File: config.mk
export PLATFORM = sky130hd
export DESIGN_NAME = preemptive_priority_scheduler_unit_flat
export DESIGN_NICKNAME = d
export VERILOG_FILES = /design/src/design/pps_pkg.sv /design/src/design/pps_stream_if.sv /design/src/design/preemptive_priority_scheduler_unit.sv /design/src/design/pps_ram.sv /design/src/design/pps_ctrl.sv /design/src/design/pps_dp.sv /design/src/flat_wrapper.sv
export SDC_FILE = /design/constraint.sdc
export NUM_CORES = 1
export LEC_CHECK = 0
export ABC_CLOCK_PERIOD_IN_PS = 10200
export BUFFER_PORTS_ARGS = -buffer_cell sky130_fd_sc_hd__buf_2
export CORE_UTILIZATION = 50
export DETAILED_ROUTE_END_ITERATION = 8
export GPL_TIMING_DRIVEN = 1
export PLACE_DENSITY = 0.71
export RECOVER_POWER = 25
export SLEW_MARGIN = 25
export SYNTH_ARGS = -nofsm -noshare
export SYNTH_HDL_FRONTEND = slang
export SYNTH_SLANG_ARGS = --single-unit
File: constraint.sdc
create_clock -name clk -period 10.2 [get_ports clk]
set_input_delay 1.02 -clock clk [delete_from_list [all_inputs] [get_ports clk]]
set_output_delay 1.02 -clock clk [all_outputs]
set_load 0.005 [all_outputs]
File: src/design/pps_pkg.sv
// ----------------------------------------------------------------------------
// pps_pkg
// Shared constants, beat payload types and controller/datapath
// command and status types for the preemptive priority scheduler.
// ----------------------------------------------------------------------------
package pps_pkg;

  localparam int SLOTS_DEF     = 16;
  localparam int TIME_BITS_DEF = 16;
  localparam int PRIO_BITS_DEF = 8;

  localparam int OPC_W      = 2;
  localparam int SLOT_W     = 4;
  localparam int FLD_TIME_W = 16;
  localparam int FLD_PRIO_W = 8;

  localparam logic [OPC_W-1:0] OP_CLEAR = 2'd0;
  localparam logic [OPC_W-1:0] OP_LOAD  = 2'd1;
  localparam logic [OPC_W-1:0] OP_TICK  = 2'd2;

  typedef struct packed {
    logic [OPC_W-1:0]      opcode;
    logic [SLOT_W-1:0]     slot;
    logic [FLD_TIME_W-1:0] arrival;
    logic [FLD_TIME_W-1:0] burst;
    logic [FLD_PRIO_W-1:0] prio;
  } pps_req_t;

  typedef struct packed {
    logic                  ran_valid;
    logic [SLOT_W-1:0]     ran_slot;
    logic                  finished;
    logic [FLD_TIME_W-1:0] finish_time;
    logic [FLD_TIME_W-1:0] turnaround;
    logic [FLD_TIME_W-1:0] waiting;
    logic                  all_done;
    logic [FLD_TIME_W-1:0] time_now;
    logic                  time_saturated;
  } pps_rsp_t;

  typedef struct packed {
    logic take;
    logic do_clear;
    logic do_load;
    logic scan_start;
    logic scan_step;
    logic update;
    logic settle;
    logic post;
  } pps_cmd_t;

  typedef struct packed {
    logic [OPC_W-1:0] op;
    logic             scan_last;
    logic             out_free;
  } pps_sts_t;

endpackage

File: src/design/pps_stream_if.sv
// ----------------------------------------------------------------------------
// pps_stream_if
// Valid/ready channel carrying one payload beat per handshake.
// ----------------------------------------------------------------------------
interface pps_stream_if #(
  parameter type payload_t = logic
);

  logic     valid;
  logic     ready;
  payload_t data;

  modport source (output valid, output data, input ready);
  modport sink (input valid, input data, output ready);

endinterface

File: src/design/preemptive_priority_scheduler_unit.sv
// ----------------------------------------------------------------------------
// preemptive_priority_scheduler_unit
// Preemptive priority scheduler over a table of process slots with a
// saturating time counter; one result beat per request beat.
//
//   channel  dir  payload    beat meaning
//   req      in   pps_req_t  clear, load slot or tick one time unit
//   rsp      out  pps_rsp_t  ran slot, completion times, status
//
// clear, load and unused opcodes act in the execute state, then post.
// a tick first scans the table, which reads one slot per cycle through
// the single read port of the slot table, and then updates.
// reset clears flags, time and handshake state; the table itself is not
// cleared and an entry is only used once its slot is loaded.
// the output register holds a result while rsp stalls; the next request
// is accepted and run meanwhile, and waits only to post its result.
// ----------------------------------------------------------------------------
module preemptive_priority_scheduler_unit #(
  parameter int SLOTS     = pps_pkg::SLOTS_DEF,
  parameter int TIME_BITS = pps_pkg::TIME_BITS_DEF,
  parameter int PRIO_BITS = pps_pkg::PRIO_BITS_DEF
) (
  input logic          clk,
  input logic          rst,
  pps_stream_if.sink   req,
  pps_stream_if.source rsp
);
  import pps_pkg::*;

  pps_cmd_t cmd;
  pps_sts_t sts;

  pps_ctrl u_ctrl (
    .clk       (clk),
    .rst       (rst),
    .req_valid (req.valid),
    .req_ready (req.ready),
    .sts       (sts),
    .cmd       (cmd)
  );

  pps_dp #(
    .SLOTS     (SLOTS),
    .TIME_BITS (TIME_BITS),
    .PRIO_BITS (PRIO_BITS)
  ) u_dp (
    .clk       (clk),
    .rst       (rst),
    .cmd       (cmd),
    .sts       (sts),
    .req_data  (req.data),
    .rsp_valid (rsp.valid),
    .rsp_ready (rsp.ready),
    .rsp_data  (rsp.data)
  );

endmodule

File: src/design/pps_ram.sv
// ----------------------------------------------------------------------------
// pps_ram
// Generic single write port, single read port RAM with registered read.
// ----------------------------------------------------------------------------
module pps_ram #(
  parameter int WIDTH = 8,
  parameter int DEPTH = 16
) (
  input  logic                                   clk,
  input  logic                                   we,
  input  logic [(DEPTH > 1 ? $clog2(DEPTH) : 1)-1:0] waddr,
  input  logic [WIDTH-1:0]                       wdata,
  input  logic [(DEPTH > 1 ? $clog2(DEPTH) : 1)-1:0] raddr,
  output logic [WIDTH-1:0]                       rdata
);

  logic [WIDTH-1:0] mem [DEPTH];

  always_ff @(posedge clk) begin
    if (we) begin
      mem[waddr] <= wdata;
    end
    rdata <= mem[raddr];
  end

endmodule

File: src/design/pps_ctrl.sv
// ----------------------------------------------------------------------------
// pps_ctrl
// Sequencer for the scheduler: accepts a beat, runs clear, load or the
// slot scan and update of a tick, then hands the result to the output.
// ----------------------------------------------------------------------------
module pps_ctrl (
  input  logic              clk,
  input  logic              rst,
  input  logic              req_valid,
  output logic              req_ready,
  input  pps_pkg::pps_sts_t sts,
  output pps_pkg::pps_cmd_t cmd
);
  import pps_pkg::*;

  localparam logic [2:0] ST_IDLE = 3'd0;
  localparam logic [2:0] ST_EXEC = 3'd1;
  localparam logic [2:0] ST_SCAN = 3'd2;
  localparam logic [2:0] ST_LAST = 3'd3;
  localparam logic [2:0] ST_UPD  = 3'd4;
  localparam logic [2:0] ST_WAIT = 3'd5;
  localparam logic [2:0] ST_POST = 3'd6;

  logic [2:0] state;
  logic [2:0] state_next;

  always_ff @(posedge clk) begin
    if (rst) begin
      state <= ST_IDLE;
    end else begin
      state <= state_next;
    end
  end

  assign req_ready = (state == ST_IDLE);

  always_comb begin
    state_next = state;
    cmd        = '0;
    unique case (state)
      ST_IDLE: begin
        if (req_valid) begin
          cmd.take   = 1'b1;
          state_next = ST_EXEC;
        end
      end
      ST_EXEC: begin
        unique case (sts.op)
          OP_CLEAR: begin
            cmd.do_clear = 1'b1;
            state_next   = ST_POST;
          end
          OP_LOAD: begin
            cmd.do_load = 1'b1;
            state_next  = ST_POST;
          end
          OP_TICK: begin
            cmd.scan_start = 1'b1;
            state_next     = ST_SCAN;
          end
          default: begin
            state_next = ST_POST;
          end
        endcase
      end
      ST_SCAN: begin
        cmd.scan_step = 1'b1;
        if (sts.scan_last) begin
          state_next = ST_LAST;
        end
      end
      ST_LAST: begin
        state_next = ST_UPD;
      end
      ST_UPD: begin
        cmd.update = 1'b1;
        state_next = ST_WAIT;
      end
      ST_WAIT: begin
        cmd.settle = 1'b1;
        state_next = ST_POST;
      end
      ST_POST: begin
        if (sts.out_free) begin
          cmd.post   = 1'b1;
          state_next = ST_IDLE;
        end
      end
      default: begin
        state_next = ST_IDLE;
      end
    endcase
  end

  a_scan_ends: assert property (@(posedge clk) disable iff (rst)
    (state == ST_SCAN && sts.scan_last) |=> (state == ST_LAST))
    else $error("scan did not end after last slot");

  a_post_needs_room: assert property (@(posedge clk) disable iff (rst)
    (state == ST_POST && !sts.out_free) |=> (state == ST_POST))
    else $error("left post state while output was busy");

  a_take_only_idle: assert property (@(posedge clk) disable iff (rst)
    cmd.take |=> (state == ST_EXEC))
    else $error("accepted beat did not start execution");

endmodule

File: src/design/pps_dp.sv
// ----------------------------------------------------------------------------
// pps_dp
// Scheduler datapath: slot table RAM, loaded and done flags, time counter,
// sequential best-slot search, completion arithmetic and output register.
// ----------------------------------------------------------------------------
module pps_dp #(
  parameter int SLOTS     = pps_pkg::SLOTS_DEF,
  parameter int TIME_BITS = pps_pkg::TIME_BITS_DEF,
  parameter int PRIO_BITS = pps_pkg::PRIO_BITS_DEF
) (
  input  logic              clk,
  input  logic              rst,
  input  pps_pkg::pps_cmd_t cmd,
  output pps_pkg::pps_sts_t sts,
  input  pps_pkg::pps_req_t req_data,
  output logic              rsp_valid,
  input  logic              rsp_ready,
  output pps_pkg::pps_rsp_t rsp_data
);
  import pps_pkg::*;

  localparam int IDX_W   = (SLOTS > 1) ? $clog2(SLOTS) : 1;
  localparam int ENTRY_W = 3 * TIME_BITS + PRIO_BITS;

  pps_req_t req_q;

  logic [SLOTS-1:0]     loaded;
  logic [SLOTS-1:0]     done;
  logic [TIME_BITS-1:0] cur_time;

  logic [IDX_W-1:0] scan_idx;
  logic [IDX_W-1:0] cmp_idx;
  logic             cmp_valid;

  logic                 best_found;
  logic [IDX_W-1:0]     best_idx;
  logic [TIME_BITS-1:0] best_arr;
  logic [TIME_BITS-1:0] best_bur;
  logic [TIME_BITS-1:0] best_rem;
  logic [PRIO_BITS-1:0] best_pr;

  logic                 r_ran;
  logic                 r_finished;
  logic [TIME_BITS-1:0] r_fin;
  logic [TIME_BITS-1:0] r_turn;
  logic [TIME_BITS-1:0] r_wait;

  logic                 ram_we;
  logic [IDX_W-1:0]     ram_waddr;
  logic [ENTRY_W-1:0]   ram_wdata;
  logic [ENTRY_W-1:0]   ram_rdata;

  logic [TIME_BITS-1:0] ld_arr;
  logic [TIME_BITS-1:0] ld_bur;
  logic [PRIO_BITS-1:0] ld_pr;
  logic                 load_ok;
  logic [IDX_W-1:0]     load_idx;

  logic [TIME_BITS-1:0] rd_arr;
  logic [TIME_BITS-1:0] rd_bur;
  logic [TIME_BITS-1:0] rd_rem;
  logic [PRIO_BITS-1:0] rd_pr;
  logic                 cand;
  logic                 take_cand;

  logic [TIME_BITS-1:0] time_inc;
  logic [TIME_BITS-1:0] rem_new;
  logic                 fin_now;
  logic                 all_done;

  assign ld_arr   = TIME_BITS'(req_q.arrival);
  assign ld_bur   = TIME_BITS'(req_q.burst);
  assign ld_pr    = PRIO_BITS'(req_q.prio);
  assign load_ok  = (int'(req_q.slot) < SLOTS);
  assign load_idx = IDX_W'(req_q.slot);

  assign {rd_arr, rd_bur, rd_rem, rd_pr} = ram_rdata;

  assign cand      = loaded[cmp_idx] && !done[cmp_idx] && (rd_arr <= cur_time);
  assign take_cand = cmp_valid && cand && (!best_found || (rd_pr < best_pr));

  assign time_inc = (&cur_time) ? cur_time : cur_time + 1'b1;
  assign rem_new  = (best_rem != '0) ? best_rem - 1'b1 : best_rem;
  assign fin_now  = best_found && (rem_new == '0);
  assign all_done = &(~loaded | done);

  always_comb begin
    ram_we    = 1'b0;
    ram_waddr = load_idx;
    ram_wdata = {ld_arr, ld_bur, ld_bur, ld_pr};
    if (cmd.do_load) begin
      ram_we = load_ok;
    end else if (cmd.update) begin
      ram_we    = best_found;
      ram_waddr = best_idx;
      ram_wdata = {best_arr, best_bur, rem_new, best_pr};
    end
  end

  pps_ram #(
    .WIDTH (ENTRY_W),
    .DEPTH (SLOTS)
  ) u_table (
    .clk   (clk),
    .we    (ram_we),
    .waddr (ram_waddr),
    .wdata (ram_wdata),
    .raddr (scan_idx),
    .rdata (ram_rdata)
  );

  // control state
  always_ff @(posedge clk) begin
    if (rst) begin
      loaded     <= '0;
      done       <= '0;
      cur_time   <= '0;
      scan_idx   <= '0;
      cmp_valid  <= 1'b0;
      best_found <= 1'b0;
      rsp_valid  <= 1'b0;
    end else begin
      cmp_valid <= cmd.scan_step;
      if (cmd.take || cmd.scan_start) begin
        best_found <= 1'b0;
      end else if (take_cand) begin
        best_found <= 1'b1;
      end
      if (cmd.scan_start) begin
        scan_idx <= '0;
      end else if (cmd.scan_step) begin
        scan_idx <= scan_idx + 1'b1;
      end
      if (cmd.do_clear) begin
        loaded   <= '0;
        done     <= '0;
        cur_time <= '0;
      end
      if (cmd.do_load && load_ok) begin
        loaded[load_idx] <= 1'b1;
        done[load_idx]   <= (ld_bur == '0);
      end
      if (cmd.update) begin
        cur_time <= time_inc;
        if (fin_now) begin
          done[best_idx] <= 1'b1;
        end
      end
      if (cmd.post) begin
        rsp_valid <= 1'b1;
      end else if (rsp_ready) begin
        rsp_valid <= 1'b0;
      end
    end
  end

  // payload
  always_ff @(posedge clk) begin
    if (cmd.take) begin
      req_q      <= req_data;
      r_ran      <= 1'b0;
      r_finished <= 1'b0;
      r_fin      <= '0;
      r_turn     <= '0;
      r_wait     <= '0;
    end
    if (cmd.scan_step) begin
      cmp_idx <= scan_idx;
    end
    if (take_cand) begin
      best_idx <= cmp_idx;
      best_arr <= rd_arr;
      best_bur <= rd_bur;
      best_rem <= rd_rem;
      best_pr  <= rd_pr;
    end
    if (cmd.update) begin
      r_ran      <= best_found;
      r_finished <= fin_now;
      if (fin_now) begin
        r_fin  <= time_inc;
        r_turn <= (time_inc >= best_arr) ? time_inc - best_arr : '0;
      end
    end
    if (cmd.settle && r_finished) begin
      r_wait <= (r_turn >= best_bur) ? r_turn - best_bur : '0;
    end
    if (cmd.post) begin
      rsp_data.ran_valid      <= r_ran;
      rsp_data.ran_slot       <= r_ran ? SLOT_W'(best_idx) : '0;
      rsp_data.finished       <= r_finished;
      rsp_data.finish_time    <= FLD_TIME_W'(r_fin);
      rsp_data.turnaround     <= FLD_TIME_W'(r_turn);
      rsp_data.waiting        <= FLD_TIME_W'(r_wait);
      rsp_data.all_done       <= all_done;
      rsp_data.time_now       <= FLD_TIME_W'(cur_time);
      rsp_data.time_saturated <= &cur_time;
    end
  end

  assign sts.op        = req_q.opcode;
  assign sts.scan_last = (scan_idx == IDX_W'(SLOTS - 1));
  assign sts.out_free  = !rsp_valid || rsp_ready;

  a_best_is_loaded: assert property (@(posedge clk) disable iff (rst)
    best_found |-> loaded[best_idx])
    else $error("selected slot is not loaded");

  a_finish_sets_done: assert property (@(posedge clk) disable iff (rst)
    (cmd.update && fin_now) |=> done[$past(best_idx)])
    else $error("finished slot not marked done");

  a_time_monotonic: assert property (@(posedge clk) disable iff (rst)
    !cmd.do_clear |=> (cur_time >= $past(cur_time)))
    else $error("time went backwards without clear");

  a_rsp_from_post: assert property (@(posedge clk) disable iff (rst)
    $rose(rsp_valid) |-> $past(cmd.post))
    else $error("result appeared without post");

endmodule

File: src/flat_wrapper.sv
// flat-port wrapper written by rule: the top's interface ports become plain ports
module preemptive_priority_scheduler_unit_flat import pps_pkg::*;
#(
  parameter int SLOTS     = pps_pkg::SLOTS_DEF,
  parameter int TIME_BITS = pps_pkg::TIME_BITS_DEF,
  parameter int PRIO_BITS = pps_pkg::PRIO_BITS_DEF
)
  (clk, rst, req_valid, req_data, req_ready, rsp_valid, rsp_data, rsp_ready);
  pps_stream_if #(.payload_t(pps_req_t)) req_i ();
  pps_stream_if #(.payload_t(pps_rsp_t)) rsp_i ();
  input logic clk;
  input logic rst;
  input wire logic [$bits(req_i.valid)-1:0] req_valid;
  input wire logic [$bits(req_i.data)-1:0] req_data;
  output wire logic [$bits(req_i.ready)-1:0] req_ready;
  output wire logic [$bits(rsp_i.valid)-1:0] rsp_valid;
  output wire logic [$bits(rsp_i.data)-1:0] rsp_data;
  input wire logic [$bits(rsp_i.ready)-1:0] rsp_ready;
  assign req_i.valid = req_valid;
  assign req_i.data = req_data;
  assign req_ready = req_i.ready;
  assign rsp_valid = rsp_i.valid;
  assign rsp_data = rsp_i.data;
  assign rsp_i.ready = rsp_ready;
  preemptive_priority_scheduler_unit #(.SLOTS(SLOTS), .TIME_BITS(TIME_BITS), .PRIO_BITS(PRIO_BITS)) u_core (.clk(clk), .rst(rst), .req(req_i), .rsp(rsp_i));
endmodule
Word level (Yosys, flattened, before mapping)
Memory sizes are Yosys's and may differ from the RTL's. A register that Yosys moved wholly into a read port is not among the register bits.
Index checks and enable logic that the tools add are counted.
{"block": "op_classes", "add_sub_neg": 5, "n_mul": 0, "div": 0, "magnitude_cmp": 9, "n_eq_ne": 12, "shifts": 0, "mux": 61, "n_bitwise": 4, "reduce_logical": 28}
{"operator": "16-bit 2-to-1 mux", "n": 23}
{"operator": "56-bit 2-to-1 mux", "n": 2}
{"operator": "16-bit OR", "n": 3}
{"operator": "16-bit greater-or-equal comparator", "n": 2}
{"operator": "16-bit zero test", "n": 2}
{"operator": "16-bit AND reduction", "n": 2}
{"operator": "16-bit subtractor", "n": 2}
{"operator": "1-bit 2-to-1 mux", "n": 23}
{"operator": "3-bit one-hot mux with 7 select lines", "n": 1}
{"operator": "16-bit by 1-bit adder with 16-bit output (second input constant)", "n": 1}
{"operator": "16-bit bitwise mux", "n": 1}
{"operator": "16-bit less-or-equal comparator", "n": 1}
{"operator": "16-bit NOT", "n": 1}
{"operator": "16-bit nonzero test", "n": 1}
{"operator": "16-bit by 1-bit subtractor with 16-bit output (second input constant)", "n": 1}
{"operator": "4-bit by 5-bit < comparator with 1-bit output (second input constant)", "n": 3}
{"operator": "3-bit 2-to-1 mux", "n": 5}
{"operator": "3-bit equality test (second input constant)", "n": 3}
{"operator": "1-bit binary-select mux with 4-bit select", "n": 2}
{"operator": "1-bit demux with 4-bit select", "n": 2}
{"operator": "4-bit by 1-bit greater-or-equal comparator with 1-bit output (second input constant)", "n": 2}
{"operator": "1-bit logical AND", "n": 8}
{"operator": "8-bit < comparator", "n": 1}
{"operator": "4-bit 2-to-1 mux", "n": 2}
{"operator": "other kinds (15)", "n": 25}
{"block": "word_totals", "regBits": 290, "latch_bits": 0, "ramBits": 896, "romBits": 0, "input_bits": 50, "output_inout_bits": 74, "wordCells": 153, "mem_count": 1}
{"memory": "u_core.u_dp.u_table.mem", "words": 16, "word_bits": 56, "rd": 1, "rd_clocked_by_memory_dff": 1, "wr": 1, "line": "pps_ram.sv:17", "rtl": "logic [WIDTH-1:0] mem [DEPTH];"}

Depth between registers and ports, before layout
Gate-level depths: netlist of run 1.
{"block": "depth", "depth_word": 11, "ltp_mapped": 18, "ltp_nobuf": 17}

Hierarchy
Synthesis of run 1 repeated with hierarchy kept, for this count alone.
{"block": "hier_totals", "hier_cells": 2690, "hier_area_um2": 48156.2}
{"mod": "pps_ram", "instances": 1, "cells_each": 1445, "area_each_um2": 34678.3, "seq_area_each_um2": 28026.9}
{"mod": "pps_dp", "instances": 1, "cells_each": 1211, "area_each_um2": 13220.2, "seq_area_each_um2": 7747.4}
{"mod": "pps_ctrl", "instances": 1, "cells_each": 34, "area_each_um2": 257.7, "seq_area_each_um2": 60.1}

Worst setup path before layout of run 1
OpenSTA, ideal clock, no wires.
{"block": "synth_path", "path_type": "reg-to-reg", "start": "register u_core.u_dp.cur_time[2]", "end": "register u_core.u_dp.best_arr[0], enable pin", "setup_time_ns": 0.568, "arrival_time_ns": 6.321, "slack_ns": 3.311, "stages_incl_launch_ff": 11, "path_buffers": 1, "cell_sequence": "dfxtp_1 clkbuf_1 inv_1 ha_1 o21a_1 o21a_1 o211ai_1 a21oi_1 a2111oi_0 o21ai_0 a211oi_1"}
{"block": "synth_via", "elab_chain_len": 4}
{"element": "from (decl)", "line": "pps_dp.sv:29", "rtl": "logic [TIME_BITS-1:0] cur_time;"}
{"element": "from (signal assigned)", "line": "pps_dp.sv:144", "rtl": "cur_time <= time_inc;"}
{"element": "16-bit less-or-equal comparator", "line": "pps_dp.sv:79", "rtl": "assign cand = loaded[cmp_idx] && !done[cmp_idx] && (rd_arr <= cur_time);"}
{"element": "1-bit logical AND", "line": "pps_dp.sv:79"}
{"element": "1-bit logical AND (2 in a row)", "line": "pps_dp.sv:80", "rtl": "assign take_cand = cmp_valid && cand && (!best_found || (rd_pr < best_pr));"}
{"element": "net u_core.u_dp.take_cand", "line": "pps_dp.sv:64", "rtl": "logic take_cand;"}
{"element": "to (signal assigned)", "line": "pps_dp.sv:172", "rtl": "best_arr <= rd_arr;"}
{"element": "to (decl)", "line": "pps_dp.sv:37", "rtl": "logic [TIME_BITS-1:0] best_arr;"}
The timed path passes the listed nets, and every way through them passes these cells.
A chain may end at the register's enable or synchronous reset.

==> reports/qor.yml, run 1 <==
ant_nets: 0
slew_viol_final: 447
fp.dieW_um: 312
start_util: 0.506
hp-class: "flop to flop"
cp_data_required_time_ps: 10740
finalSetupViolCount: 0
fin_setup_tns_ps: 0
path_max_fanout: 45
finalCritPeriodShare: 0.608
port_buffers: 123
irDropWorstVdd_v: 0.000131
min_period_ps: 6200
netlist_instances: 2588
finalHoldViolCount: 0
max_flop_register: "u_core.u_dp.u_table.mem"
yosysSeqAreaShare: 0.744
yosysTopAreaCellShare: 0.684
place_inst: 3931
hold_depth: 0
die_area_mm2: 0.0975
place_congestion: 0.881
grt_max_degree: 107
synth_enable_flop_cells: 1096
cp_slowest_cell: "clkbuf_1"
skew_ps: 22.2
synthTopCellsByArea: "edfxtp_1 (68%), mux4_2 (13%), dfxtp_1 (6.1%), ha_1 (1.5%), nand2_1 (1.2%)"
crit_chain: "clkbuf_1 > mux4_2 > mux4_2"
fp.coreArea_mm2: 0.0952
clk_root_buffer_cell: "clkbuf_16"
wl_per_cell_um: 26.2
postCtsSetupRepairBufs: 0
path_delay_family: "buffers and inverters"
drt_iter0_drc: 2734
power.leakage_nw: 17.5
clock_latency_ps: 700
die_y_um: 312
reg2reg_depth: 3
r2r_start: "u_core.u_dp.scan_idx[0]"
synth_nets: 2698
critPathKind: "flop to flop"
reg_top3: "u_core.u_dp.u_table.mem x896, u_core.u_dp.rsp_data x72, u_core.u_dp.u_table.rdata x56"
numCtsBuffers: 117
rsz0062_at_grt: "false"
syn_to_final_growth_pct: 13.0
crit_arrival_ps: 6750
path_clk_slew_ps: 70
via_per_inst: 5.96
cts_hold_buf: 0
final_util: 0.572
grt_overflow_total: 0
layout.cells.non_filler: 4156
cp-end-kind: "flop"
num_io_pins: 124
cpPeakStageDelay_ps: 2780
timing.slew.headroom: -1.60
timing.critical_path.depth: 3
clock_path_buffers: 3
violations: "capacitance limit, slew limit"
grt_pass1_wl_um: 160000
antenna_found_initial: 3
async_flop_share: 0
synth_cell_types: 69
cts.sinks: 1242
power_density_mw_per_mm2: 199
cts_tree: "built"
layout-drive-gt1-share: 0.222
min_from: "u_core.u_dp.u_table.rdata[18]"
crit_path_frequent_cell: "mux4_2"
ys_ff_latch: 1242
status: "complete, but fails checks"
via_count: 24771
drt_pass1_iterations: 6
yosys_warnings: 0
synth_top_cell_by_area: "edfxtp_1"
layout_commonest_cell: "edfxtp_1"
wirelength_um: 109000
startpoint: "u_core.u_dp.scan_idx[0]"
final_nets: 2895
grt_usage: 0.224
ys.flop_type: "edfxtp_1"
post-dp-hpwl_um: 63500
syn-cell-area_mm2: 0.0481
critPathBufInv: 1
cts_resized: 0
drc_errors: 0
mostFrequentLayoutCells: "edfxtp_1 (1,096), mux4_2 (284), nand2_1 (158)"
start_kind: "flop"
avgSynthCellArea_um2: 18.6
htree_levels: 3
drv_cap: 12
fmax_ghz: 0.161
num_rows: 113
tightest_slew_ps: 3900
largest_reg_flops: 896
grt_pass1_vias: 24963
-- layout make-up --
type	instances	area, µm²
repair buffers	195	1070
inverters	83	312
fillers	6987	40700
diodes	1	2.50
multi-input cells	1146	11700
clock inverters	74	766
clock buffers	150	3140
well taps	1265	1580
flip-flops and latches	1242	35800
-- cell families (layout without fill, tap and decap cells) --
family	count (synthesis)	after routing	share of synthesized area
buffers and inverters	200	502	0.0161
multiplexers	290	290	0.134
adder cells (fa/ha/maj)	60	60	0.0159
AO/OA/AOI/OAI	283	283	0.0351
XOR/XNOR	37	37	0.00673
AND/OR/NAND/NOR	476	476	0.0476
other	0	1	0
flip-flops	1242	1242	0.744
-- per-layer routing --
layer  vias to the layer above  routed length, µm  GRT usage
met4                         2               3430     0.0823
met2                      1027              54400      0.373
met3                       199               7760     0.0332
met1                     12808              43300      0.302
met5                         -                 13          0
li1                      10735                  -          -
-- report_power, final --
| group | internal, mW | leakage [nW] | switching, mW |
|---|---|---|---|
| logic | 0.235 | 4.44 | 0.419 |
| registers | 5.76 | 11.1 | 0.0547 |
| clock network | 2.51 | 1.91 | 1.86 |
-- worst register-to-register path: stages, from the launching register on --
cell      delay (ps)
dfxtp_1         1920
clkbuf_1        2790
mux4_2           790
mux4_2           550
-- path summary, 6_finish.rpt --
check,endpoint,slack (ps)
hold / removal,u_core.u_dp.best_rem[10],400
setup reg to reg,u_core.u_dp.u_table.rdata[53],4000
hold reg to reg,u_core.u_dp.best_rem[10],400
setup / recovery,u_core.u_dp.u_table.rdata[53],4000
-- per-stage QoR --
stage	worst slack [ps]	total power, mW	hold slack [ps]	area [µm²]
floorplan	3310	6.33	386	48100
global placement	5440	6.54	386	50600
detailed placement	5300	6.58	389	50600
CTS	5270	10.9	401	54500
global route	3170	11.2	402	54400
finish	4000	10.8	400	54400
-- cell usage after synthesis (all sizes together) (24+ instances only) --
cell    count
nand2b     36
clkbuf     93
nor2      116
nor3       35
inv        83
buf        24
a31oi      28
nand2     158
o21ai     108
dfxtp     146
nand3      39
mux4      284
edfxtp   1096
a21oi      75
ha         58
xnor2      24
(Power assumes the default switching activity.)
==> run 2: changes to the inputs <==
- ABC_CLOCK_PERIOD_IN_PS: 10200 -> 5800
- clock period: 10.2 -> 5.8 ns (I/O delays scaled with it)
==> reports/qor.yml, run 2 (same netlist as run 1, synthesis figures left out) <==
status: "complete, but fails checks"
violations: "capacitance limit, slew limit"
crit_arrival_ps: 5580
fp.coreArea_mm2: 0.0952
power_mw: 19.2
fp.dieW_um: 312
cts_tree: "built"
grt_overflow_total: 0
seq_area_mm2: 0.0358
finalHoldViolCount: 0
path_max_fanout: 15
drv_cap: 7
wirelength_um: 110000
postCtsSetupRepairBufs: 0
numCtsBuffers: 117
irDropWorstVdd_v: 0.000256
wl_per_cell_um: 26.4
layout-drive-gt1-share: 0.226
cp-end-kind: "flop"
num_io_pins: 124
grt_usage: 0.227
grt_max_degree: 115
layout.cells.non_filler: 4166
layout_commonest_cell: "edfxtp_1"
timing.slew.headroom: -1.59
reg_top3: "u_core.u_dp.u_table.mem x896, u_core.u_dp.rsp_data x72, u_core.u_dp.u_table.rdata x56"
via_count: 24990
syn_to_final_growth_pct: 14.0
final_util: 0.577
path_clk_slew_ps: 70
start_kind: "flop"
setup_ws_ps: 763
port_buffers: 123
via_per_inst: 6.00
cp_data_required_time_ps: 6340
preCtsSetupSlack_ps: 890
cts_hold_buf: 0
min_period_ps: 5040
antenna_found_initial: 2
final_nets: 2907
skew_ps: 24.8
finalCritPeriodShare: 0.869
tightest_slew_ps: 3880
htree_levels: 3
slew_viol_final: 258
hp-class: "primary input to flop"
clk_root_buffer_cell: "clkbuf_16"
fin_setup_tns_ps: 0
fmax_ghz: 0.199
post-dp-hpwl_um: 63800
place_congestion: 0.876
place_inst: 3941
multi_input_area_mm2: 0.0117
drt_pass1_iterations: 5
ant_nets: 0
die_area_mm2: 0.0975
clock_latency_ps: 700
grt_pass1_wl_um: 164000
drt_iter0_drc: 2695
fillers: 6872
max_flop_register: "u_core.u_dp.u_table.mem"
clock_path_buffers: 3
die_y_um: 312
num_rows: 113
largest_reg_flops: 896
cts_resized: 0
mostFrequentLayoutCells: "edfxtp_1 (1,096), mux4_2 (284), nand2_1 (158)"
start_util: 0.506
antenna_cells: 0
critPathKind: "flop to flop"
finalSetupViolCount: 0
cts.sinks: 1242
rsz0062_at_grt: "false"
grt_pass1_vias: 25361
power_density_mw_per_mm2: 349
drc_errors: 0
power.leakage_nw: 17.6
==> run 2: changes by cell type in the layout (fill, tap and decap cells not counted), sizes merged <==
cell	before	now
clkinv	53	35
buf	136	149
clkbuf	209	220
clkinvlp	5	9
inv	86	90
bufinv	13	10
diode	1	0
==> run 2: through the flow <==
step                hold WS [ps]  instance area [µm²]
finish                      49.2                54900
CTS                         7.70                54900
floorplan                    386                48100
detailed placement           389                50900
global route                20.0                54900
global placement             386                50900
==> run 2: layout make-up <==
cell class              count  area share
flip-flops and latches   1242       0.653
multi-input cells        1146       0.213
clock buffers             162      0.0609
well taps                1265      0.0288
repair buffers            207      0.0262
clock inverters            61      0.0121
inverters                  83     0.00568
==> run 2: path summary, 6_finish.rpt <==
kind / endpoint / slack, ps / depth (start not counted) / startpoint
max: u_core.u_dp.r_turn[2] / 760 / 14 / u_core.u_dp.cur_time[0]
min: u_core.u_dp.ld_arr[5] / 50 / 1 / req_data[29]
max reg2reg: u_core.u_dp.r_turn[2] / 760 / 14 / u_core.u_dp.cur_time[0]
min reg2reg: u_core.u_dp.best_bur[3] / 400 / 0 / u_core.u_dp.u_table.rdata[27]
==> run 2: layer usage <==
| metal | vias up | wire (µm) | global-route usage |
|---|---|---|---|
| li1 | 10770 | - | - |
| met1 | 13107 | 45000 | 0.314 |
| met2 | 976 | 55200 | 0.378 |
| met3 | 133 | 7510 | 0.0345 |
| met4 | 4 | 2190 | 0.0650 |
| met5 | - | 17 | 0 |
==> run 2: power by group <==
group          total (mW)  switching, mW  internal, mW
logic                1.15          0.741         0.414
clock network        7.79           3.30          4.50
registers            10.2         0.0865          10.1
==> run 2: critical path: stages (launching register included) <==
cell	delay, ps
dfxtp_1	460
ha_1	350
nand3_1	120
nor4_1	430
nand2b_1	330
nand2_1	290
nor3_1	90
xnor2_1	290
ha_1	340
and3_1	200
a221o_1	410
a41o_1	310
o211a_1	260
o21bai_1	750
o21ai_0	230
